===== config.mk =====
export PLATFORM = sky130hd
export DESIGN_NAME = info_word_stream_flag_decoder
export DESIGN_NICKNAME = d
export VERILOG_FILES = /design/src/hdl/iwsfd_pkg.sv /design/src/hdl/info_word_stream_flag_decoder.sv
export SDC_FILE = /design/constraint.sdc
export NUM_CORES = 1
export LEC_CHECK = 0
export BUFFER_PORTS_ARGS = -buffer_cell sky130_fd_sc_hd__buf_2
export CAP_MARGIN = 15
export CELL_PAD_IN_SITES_DETAIL_PLACEMENT = 1
export CELL_PAD_IN_SITES_GLOBAL_PLACEMENT = 2
export CORE_ASPECT_RATIO = 1.5
export CORE_MARGIN = 5
export CORE_UTILIZATION = 37
export CTS_BUF_LIST = sky130_fd_sc_hd__clkbuf_4 sky130_fd_sc_hd__clkbuf_8
export DETAILED_ROUTE_END_ITERATION = 7
export GPL_TIMING_DRIVEN = 0
export HOLD_SLACK_MARGIN = 0.05
export PLACE_DENSITY_LB_ADDON = 0.1
export SYNTH_ARGS = -nofsm -noshare
export SYNTH_HDL_FRONTEND = slang
export SYNTH_SLANG_ARGS = --single-unit

===== constraint.sdc =====
create_clock -name clock -period 5.05 [get_ports clock]
set_clock_uncertainty 0.1 [all_clocks]
set_input_delay 0 -clock clock [delete_from_list [all_inputs] [get_ports clock]]
set_output_delay 0 -clock clock [all_outputs]
set_load 0.005 [all_outputs]

===== src/hdl/iwsfd_pkg.sv =====
// Package with the types, constants and helper functions of the info word stream flag decoder.
`timescale 1ns / 1ps
`default_nettype none

package iwsfd_pkg;

   localparam int unsigned NUM_CHANNELS = 26;
   localparam int unsigned NUM_TDC      = 10;
   localparam int unsigned NUM_MESSAGES = 19;

   localparam int unsigned CH_IDX_W  = (NUM_CHANNELS > 1) ? $clog2(NUM_CHANNELS) : 1;
   localparam int unsigned TDC_IDX_W = (NUM_TDC > 1) ? $clog2(NUM_TDC) : 1;

   localparam logic [4:0] MAP_ANNOUNCE = 5'h1f;

   // Request opcodes.
   localparam logic [1:0] OP_INFO   = 2'd0;
   localparam logic [1:0] OP_ENERGY = 2'd1;
   localparam logic [1:0] OP_TDC    = 2'd2;

   // Decoder phases; the unused code acts as the plain phase.
   localparam logic [1:0] PHASE_PLAIN    = 2'd0;
   localparam logic [1:0] PHASE_MAP_LOW  = 2'd1;
   localparam logic [1:0] PHASE_MAP_HIGH = 2'd2;

   // Error codes of a result.
   localparam logic [1:0] ERR_OK        = 2'd0;
   localparam logic [1:0] ERR_HALTED    = 2'd1;
   localparam logic [1:0] ERR_NO_CHAN   = 2'd2;
   localparam logic [1:0] ERR_UNMANAGED = 2'd3;

   // Message codes that steer the implicit pedestal flags.
   localparam int unsigned C_TDC_PED_QC      = 1;
   localparam int unsigned C_TDC_PED_MISSING = 2;
   localparam int unsigned C_ADC_PED_OR      = 3;
   localparam int unsigned C_ADC_PED_QC      = 4;
   localparam int unsigned C_ADC_PED_MISSING = 5;

   typedef logic [NUM_MESSAGES-1:0] msg_row_type;
   typedef logic [NUM_CHANNELS-1:0] chan_mask_type;
   typedef logic [NUM_TDC-1:0]      tdc_mask_type;

   typedef enum logic {
      ST_IDLE,
      ST_SCAN
   } state_type;

   typedef struct packed {
      logic [1:0]  opcode;
      logic        event_start;
      logic [15:0] info_word;
      logic [4:0]  channel;
      logic        tdc_begin;
      logic        tdc_end;
   } req_type;

   typedef struct packed {
      logic [4:0] entry_channel;
      logic [9:0] entry_code;
      logic       flag_value;
      logic [1:0] error_code;
      logic       last;
   } rsp_type;

   // Reads the flag of one fixed message code; codes beyond the row read as zero.
   function automatic logic msg_bit(input msg_row_type row, input int unsigned code);
      logic [63:0] wide;
      wide = 64'(row);
      return (code < NUM_MESSAGES) && wide[code[5:0]];
   endfunction

   // Sets the flag of a message code taken from a word.
   function automatic msg_row_type set_code(input msg_row_type row, input logic [9:0] code);
      msg_row_type res;
      res = row;
      for (int b = 0; b < NUM_MESSAGES; b++) begin
         if (code == 10'(b)) begin
            res[b] = 1'b1;
         end
      end
      return res;
   endfunction

endpackage

`default_nettype wire


===== src/hdl/info_word_stream_flag_decoder.sv =====
// Top level of the info word stream flag decoder.
//
// A request enters on req_valid/req_ready and lands in a one-entry input
// buffer; req_ready is high whenever that buffer is empty, also while a
// result waits on the rsp channel. The sequencer decodes the buffered
// request once the output register is free and registers its result there;
// a new request is accepted only after the buffer has emptied.
// The second word of a channel map starts a scan that visits one channel per
// cycle, up to the highest channel set in the map, and sends one result for
// each mapped channel; the flag store is updated by the same per-channel step.
// The last result of a request carries last. A request that gives no result
// (map announcement, first map word, halted event, no-operation) simply
// leaves the buffer. When the receiver stalls, the output register holds its
// result and the scan waits; one more request may still be buffered.
// Synchronous reset clears all flags, the decoder phase, the halt and both
// valid bits; event_start clears the flags, the phase and the halt just before its request.
`timescale 1ns / 1ps
`default_nettype none

module info_word_stream_flag_decoder
   import iwsfd_pkg::*;
(
   input  wire     clock,
   input  wire     reset,
   input  wire     req_valid,
   output logic    req_ready,
   input  req_type req_data,
   output logic    rsp_valid,
   input  wire     rsp_ready,
   output rsp_type rsp_data
);

   state_type     state_ff, state_in;
   logic          in_valid_ff, in_valid_in;
   req_type       in_data_ff, in_data_in;
   logic          rsp_valid_ff, rsp_valid_in;
   rsp_type       rsp_data_ff, rsp_data_in;

   logic [1:0]    phase_ff, phase_in;
   logic [9:0]    pcode_ff, pcode_in;
   logic [14:0]   map_low_ff, map_low_in;
   logic          halted_ff, halted_in;
   msg_row_type   flags_ff [NUM_CHANNELS];
   msg_row_type   flags_in [NUM_CHANNELS];
   chan_mask_type adc_ff, adc_in;
   tdc_mask_type  tdc_ff, tdc_in;

   chan_mask_type scan_map_ff, scan_map_in;
   logic [CH_IDX_W-1:0] scan_ch_ff, scan_ch_in;

   logic          out_free;
   logic          process;
   logic          scan_done;
   logic          mark;
   logic [4:0]    word_ch;
   logic [9:0]    word_code;
   logic [29:0]   full_map;
   chan_mask_type new_map;
   logic [1:0]    cur_phase;
   logic          cur_halted;
   logic [CH_IDX_W-1:0]  ch_idx;
   logic [TDC_IDX_W-1:0] tdc_idx;
   msg_row_type   row;

   assign req_ready = !in_valid_ff;
   assign rsp_valid = rsp_valid_ff;
   assign rsp_data  = rsp_data_ff;
   assign out_free  = !rsp_valid_ff || rsp_ready;
   assign process   = (state_ff == ST_IDLE) && in_valid_ff && out_free;
   assign scan_done = (scan_map_ff >> 1) == '0;

   assign mark      = in_data_ff.info_word[15];
   assign word_ch   = in_data_ff.info_word[14:10];
   assign word_code = in_data_ff.info_word[9:0];
   assign full_map  = {in_data_ff.info_word[14:0], map_low_ff};
   assign new_map   = full_map[NUM_CHANNELS-1:0];

   // Phase and halt as the buffered request sees them, after any event_start clearing.
   assign cur_phase  = in_data_ff.event_start ? PHASE_PLAIN : phase_ff;
   assign cur_halted = halted_ff && !in_data_ff.event_start;

   // Next state of the sequencer.
   always_comb begin
      state_in = state_ff;
      unique case (state_ff)
         ST_IDLE: begin
            if (process && !cur_halted && in_data_ff.opcode == OP_INFO &&
                cur_phase == PHASE_MAP_HIGH && mark && new_map != '0) begin
               state_in = ST_SCAN;
            end
         end
         ST_SCAN: begin
            if ((out_free || !scan_map_ff[0]) && scan_done) begin
               state_in = ST_IDLE;
            end
         end
         default: state_in = ST_IDLE;
      endcase
   end

   // Datapath and result generation.
   always_comb begin
      in_valid_in = in_valid_ff;
      in_data_in  = in_data_ff;
      if (req_valid && req_ready) begin
         in_valid_in = 1'b1;
         in_data_in  = req_data;
      end

      rsp_valid_in = rsp_valid_ff && !rsp_ready;
      rsp_data_in  = rsp_data_ff;

      phase_in    = phase_ff;
      pcode_in    = pcode_ff;
      map_low_in  = map_low_ff;
      halted_in   = halted_ff;
      flags_in    = flags_ff;
      adc_in      = adc_ff;
      tdc_in      = tdc_ff;
      scan_map_in = scan_map_ff;
      scan_ch_in  = scan_ch_ff;

      ch_idx  = in_data_ff.channel[CH_IDX_W-1:0];
      tdc_idx = in_data_ff.channel[TDC_IDX_W-1:0];
      row     = '0;

      unique case (state_ff)
         ST_IDLE: begin
            if (process) begin
               in_valid_in = 1'b0;
               if (in_data_ff.event_start) begin
                  phase_in   = PHASE_PLAIN;
                  pcode_in   = '0;
                  map_low_in = '0;
                  halted_in  = 1'b0;
                  adc_in     = '0;
                  tdc_in     = '0;
                  for (int i = 0; i < NUM_CHANNELS; i++) begin
                     flags_in[i] = '0;
                  end
               end
               if (in_data_ff.channel < 5'(NUM_CHANNELS)) begin
                  row = flags_in[ch_idx];
               end

               rsp_data_in.entry_channel = in_data_ff.channel;
               rsp_data_in.entry_code    = '0;
               rsp_data_in.flag_value    = 1'b0;
               rsp_data_in.error_code    = ERR_OK;
               rsp_data_in.last          = 1'b1;

               unique case (in_data_ff.opcode)
                  OP_INFO: begin
                     if (!halted_in) begin
                        if ((phase_in == PHASE_MAP_LOW || phase_in == PHASE_MAP_HIGH) !=
                            mark) begin
                           // A map word where a plain word is due, or the reverse.
                           halted_in    = 1'b1;
                           phase_in     = PHASE_PLAIN;
                           rsp_valid_in = 1'b1;
                           rsp_data_in.entry_channel = '0;
                           rsp_data_in.error_code    = ERR_HALTED;
                        end else if (phase_in == PHASE_MAP_LOW) begin
                           map_low_in = in_data_ff.info_word[14:0];
                           phase_in   = PHASE_MAP_HIGH;
                        end else if (phase_in == PHASE_MAP_HIGH) begin
                           phase_in    = PHASE_PLAIN;
                           scan_map_in = new_map;
                           scan_ch_in  = '0;
                        end else if (word_ch == MAP_ANNOUNCE) begin
                           pcode_in = word_code;
                           phase_in = PHASE_MAP_LOW;
                        end else begin
                           phase_in     = PHASE_PLAIN;
                           rsp_valid_in = 1'b1;
                           rsp_data_in.entry_channel = word_ch;
                           rsp_data_in.entry_code    = word_code;
                           if (word_ch >= 5'(NUM_CHANNELS)) begin
                              rsp_data_in.error_code = ERR_NO_CHAN;
                           end else if (word_code >= 10'(NUM_MESSAGES)) begin
                              rsp_data_in.error_code = ERR_UNMANAGED;
                           end else begin
                              flags_in[word_ch[CH_IDX_W-1:0]] =
                                 set_code(flags_in[word_ch[CH_IDX_W-1:0]], word_code);
                           end
                        end
                     end
                  end
                  OP_ENERGY: begin
                     rsp_valid_in = 1'b1;
                     if (in_data_ff.channel >= 5'(NUM_CHANNELS)) begin
                        rsp_data_in.error_code = ERR_NO_CHAN;
                     end else begin
                        if (!msg_bit(row, C_ADC_PED_OR) && !msg_bit(row, C_ADC_PED_QC) &&
                            !msg_bit(row, C_ADC_PED_MISSING)) begin
                           adc_in[ch_idx] = 1'b1;
                        end
                        rsp_data_in.flag_value = adc_in[ch_idx];
                     end
                  end
                  OP_TDC: begin
                     rsp_valid_in = 1'b1;
                     if (in_data_ff.channel >= 5'(NUM_TDC)) begin
                        rsp_data_in.error_code = ERR_NO_CHAN;
                     end else begin
                        if (!msg_bit(row, C_TDC_PED_QC) && !msg_bit(row, C_TDC_PED_MISSING)) begin
                           tdc_in[tdc_idx] = 1'b1;
                        end
                        rsp_data_in.flag_value = tdc_in[tdc_idx];
                     end
                  end
                  default: begin
                  end
               endcase
            end
         end
         ST_SCAN: begin
            // One channel of the map per step; unmapped channels pass without a result.
            if (out_free || !scan_map_ff[0]) begin
               if (scan_map_ff[0]) begin
                  rsp_valid_in = 1'b1;
                  rsp_data_in.entry_channel = 5'(scan_ch_ff);
                  rsp_data_in.entry_code    = pcode_ff;
                  rsp_data_in.flag_value    = 1'b0;
                  rsp_data_in.last          = scan_done;
                  if (pcode_ff >= 10'(NUM_MESSAGES)) begin
                     rsp_data_in.error_code = ERR_UNMANAGED;
                  end else begin
                     rsp_data_in.error_code = ERR_OK;
                     flags_in[scan_ch_ff] = set_code(flags_ff[scan_ch_ff], pcode_ff);
                  end
               end
               scan_map_in = scan_map_ff >> 1;
               scan_ch_in  = scan_ch_ff + 1'b1;
            end
         end
         default: begin
         end
      endcase
   end

   always_ff @(posedge clock) begin
      if (reset) begin
         state_ff     <= ST_IDLE;
         in_valid_ff  <= 1'b0;
         rsp_valid_ff <= 1'b0;
         phase_ff     <= PHASE_PLAIN;
         pcode_ff     <= '0;
         map_low_ff   <= '0;
         halted_ff    <= 1'b0;
         adc_ff       <= '0;
         tdc_ff       <= '0;
         for (int i = 0; i < NUM_CHANNELS; i++) begin
            flags_ff[i] <= '0;
         end
      end else begin
         state_ff     <= state_in;
         in_valid_ff  <= in_valid_in;
         rsp_valid_ff <= rsp_valid_in;
         phase_ff     <= phase_in;
         pcode_ff     <= pcode_in;
         map_low_ff   <= map_low_in;
         halted_ff    <= halted_in;
         adc_ff       <= adc_in;
         tdc_ff       <= tdc_in;
         flags_ff     <= flags_in;
      end
   end

   always_ff @(posedge clock) begin
      in_data_ff  <= in_data_in;
      rsp_data_ff <= rsp_data_in;
      scan_map_ff <= scan_map_in;
      scan_ch_ff  <= scan_ch_in;
   end

endmodule

`default_nettype wire

==> results.md <==
* Floorplan row count at 99
* Net count after synthesis at 2079
* Wire length of the first global-routing pass at 173000 um
* Cell chosen for the clock root: clkbuf_8
* Yosys warning total at 0
* Vias in the first global route at 21199
* Setup repair after global routing missed its margin: false
* Largest fanout of any net on the critical path at 10
* Non-Filler Cell Area, Final at 21000 sq um
* Transition time at the pin with the least slew margin at 1.39 ns
* Reg2Reg Capture Point: flags_ff[328]
* Minimum clock period after layout at 5.02 ns
* GRT Residual Overflow at 0
* DRC Markers at 0
* Number of standard cells after synthesis at 2039
* Global route hottest layer: met2
* Worst Reg2Reg Path Length in Cells at 14
* Met2 track demand over resource at 72.3%
* FF+latch count, synth at 271
* Clk network pwr share at 40.4%
* GRT Total Usage at 46.9%
* Pleak at 7.06 nW
* Maximum vdd ir drop at 251 uV
* Post-synthesis sequential area ratio at 34.3%
* Wire per inst at 44.2 um
* Final wirelength at 129000 um
* Starting density of the core at 37.1%
* Count of placed standard cells including taps at 2753
* Number of antenna violations at the first check in global routing at 8
* Count of flip-flops with a built-in enable after synthesis at 74
* Detailed-placement wirelength estimate at 95500 um
* Die Area at 53200 sq um
* Via-per-instance ratio at 7.29
* CP startpoint kind: flip-flop
* Die Span X at 190 um
* Most frequent cells in the layout: nand2_1 (242), nor2_1 (206), dfxtp_1 (197), a21oi_1 (185), o21ai_0 (125)
* Number of primary I/O pins at 51
* Number of nets still failing antenna checks after routing at 0
* Result of the run: finished, final reports clean
* Worst endpoint required time at 5.55 ns
* Fraction of met3 tracks used by global routing at 12.2%
* TritonCTS clock tree: done
* Ys flop type: dfxtp_1
* Class of the most critical setup path: reg -> reg
* Dominant delay contributor by cell family on the critical path: simple AND/OR/NAND/NOR gates
* Final RePlAce weighted congestion at 1.12
* DRC violation total after the first TritonRoute iteration at 2522
* Count of placed standard cells in the final layout, fillers left out at 2909
* Sw Ratio at 34.8%
* Cell area after placement at 19200 sq um
* Part of the total power dissipated in combinational logic at 18.9%
* Cell internal pwr at 4.00 mW
* Worst Hold Path Cells at 5
* Data arrival time of the critical path at 5.52 ns
* Count of port buffers added during placement at 47
* Post-Synthesis Mean Instance Area at 8.82 sq um
* Cells traversed along the worst timing path: buf_2 -> clkinvlp_4 -> clkbuf_2 -> clkbuf_4 -> nand2_1 -> inv_1 -> ha_1 -> xor2_2 -> nand3_2 -> nor2_1 -> clkbuf_2 -> nand3_1 -> or3_1 -> a21oi_1
* Max-capacitance violation count at 0
* Total count of max-transition violations in the final report at 0
* Number of distinct standard cells referenced by the synthesized netlist at 100
* HP Class: in -> reg
* Worst reg2reg startpoint: in_data_ff[23]
* Netlist area before placement at 18000 sq um
* Total Nets Final at 2243
* Max Root-Sink Buffers at 3
* Register clock-pin slew on the reported worst setup and hold paths at 0.08 ns
* Largest net degree at the start of global routing at 27
* Total vias in the final route at 21200
* Ratio of cells with drive above 1 in the final layout at 18.5%
* Fraction of the cycle the final worst path needs at 99.4%
* Setup crit end kind: flip-flop
* Area grow syn2layout at 16.5%
* Library cell appearing most often on the critical path: clkbuf_2
* TNS Setup at 0 ns
* Async set or reset register ratio after synthesis at 0%
* Setup slack on the worst flop-to-flop path at 0.03 ns
* Max Clock Freq at 199 MHz
* Sw Pwr at 2.14 mW
* Critical hold path startpoint: rsp_ready
* Cell with the largest stage delay on the worst path: or3_1
* Sequential Power Share at 40.7%
* CTS H-tree depth at 2
* Power per cell area at 293 nW/um^2
* Number of buffers inserted during clock tree synthesis at 49
* Worst slew margin at 7.01%
* Number of buffer and inverter stages on the critical path at 6
* CP max stage delay at 0.46 ns
* Number of endpoints with negative hold slack in the final report at 0
* Die extent in y at 280 um
* Met1 usage at 51.5%
* Terminating pin of the worst hold path: state_ff
* Number of setup violations in the final report at 0
* Clock Latency Late Sink at 0.69 ns
* Clock Sinks at 271
* Most frequent standard cell in the layout excluding fill and tap cells: nand2_1
* DR pass1 iterations at 7
* Core box area at 48400 sq um
## synth_stat cells, drive strengths merged, types with 5 or more instances
cell / count / area, sq um
mux2: 31 / 349
dfxtp: 197 / 3940
and3: 8 / 50.1
a211o: 7 / 61.3
a22oi: 61 / 458
a211oi: 18 / 145
nor3b: 11 / 92.6
or4: 6 / 56.3
nor3: 57 / 312
mux2i: 32 / 320
o22ai: 17 / 113
and3b: 5 / 43.8
a311oi: 16 / 146
clkbuf: 81 / 308
o221ai: 8 / 76.3
nand4: 27 / 175
nor2: 217 / 863
nor4: 37 / 417
nand3b: 9 / 67.6
inv: 26 / 97.6
o31ai: 15 / 113
a31oi: 25 / 156
a221oi: 51 / 459
or3: 7 / 43.8
edfxtp: 74 / 2220
a222oi: 5 / 50.1
nor2b: 23 / 144
a32o: 14 / 140
a221o: 14 / 140
o21ai: 133 / 669
ha: 10 / 125
a32oi: 36 / 315
o211ai: 13 / 116
buf: 90 / 544
and2: 11 / 68.8
nand3: 35 / 190
a21oi: 186 / 935
nand2: 242 / 908
mux4: 70 / 1580
nand2b: 27 / 169
a21o: 22 / 165
a21boi: 5 / 37.5
## state kept, by name, summed over array words and instances (netlist names)
| signal | flops |
|---|---|
| flags_ff | 130 |
| adc_ff | 26 |
| scan_map_ff | 26 |
| rsp_data | 19 |
| full_map | 15 |
| map_low_ff | 15 |
| pcode_ff | 10 |
| tdc_ff | 10 |
| ch_idx | 5 |
| scan_ch_ff | 5 |
| in_data_ff | 4 |
| phase_ff | 2 |
| halted_ff | 1 |
| in_valid_ff | 1 |
| rsp_valid | 1 |
| state_ff | 1 |
## cell families (layout without fill, tap and decap cells)
logic type | count (synthesis) | in the layout | synth area share, %
simple gates | 740 | 740 | 21.0
compound gates | 683 | 683 | 26.1
buf+inv | 198 | 403 | 5.30
flops | 271 | 271 | 34.3
xor+xnor | 4 | 4 | 0.195
other cells | 0 | 9 | 0
fa+ha+maj | 10 | 10 | 0.696
mux | 133 | 133 | 12.5
## per-layer routing
| metal | routed length (um) | share of wire [%] |
|---|---|---|
| met3 | 12500 | 9.7 |
| met1 | 43500 | 34 |
| met2 | 56300 | 44 |
| met4 | 16200 | 13 |
| met5 | 0 | 0 |
## through the flow
stage               setup slack, ns  total power [mW]  utilization (%)  hold slack [ns]
CTS                           0.126              6.03             43.1            0.126
finish                       0.0287              6.14             43.3            0.157
detailed placement            -1.60              3.57             39.7           0.0790
floorplan                     0.506              3.01                -         -0.00113
global route                 0.0236              6.23             43.2            0.192
global placement              -2.50              3.55             39.3           0.0770
## layout make-up
class | count | area [sq um]
well taps | 656 | 821
repair buffers | 114 | 945
multi-input cells | 1570 | 10900
fillers | 5640 | 27500
clock inverters | 15 | 169
diodes | 9 | 22.5
inverters | 27 | 105
clock buffers | 77 | 935
flip-flops and latches | 271 | 6170
plain buffers | 170 | 856
## worst min-delay path, stage by stage
cell,delay [ns]
dlygate4sd3_1,0.53
buf_2,0.13
nor2b_1,0.07
nand2_1,0.09
a221oi_1,0.08
## power groups by stage
stage                     clock network [mW]  logic, mW  registers [mW]
final                                   2.48       1.16            2.50
after global routing                    2.58       1.16            2.49
after CTS                               2.46       1.09            2.48
after detailed placement                   0       1.05            2.52
after global placement                     0       1.03            2.52
after floorplan                            0      0.583            2.43
## how the worst max path moves through the flow
stage	start	end	slack [ns]	depth (start not counted)
after floorplan	in_data_ff[23]	scan_ch_ff[0]	0.51	10
after global placement	in_data_ff[23]	scan_ch_ff[2]	-2.50	10
after detailed placement	in_data_ff[23]	flags_ff[328]	-1.60	15
after CTS	in_data_ff[23]	flags_ff[137]	0.13	14
after global routing	in_data_ff[23]	flags_ff[286]	0.02	15
final	in_data_ff[23]	flags_ff[328]	0.03	14
## repair_timing
item	4_1_cts	5_1_grt
setup buffers	3	0
gates resized for setup	7	5
endpoints found under the hold margin	56	0
pin swaps	1	0
hold buffers	51	0
setup endpoints to repair	202	24
cloned	0	0
(Power assumes the default switching activity.)
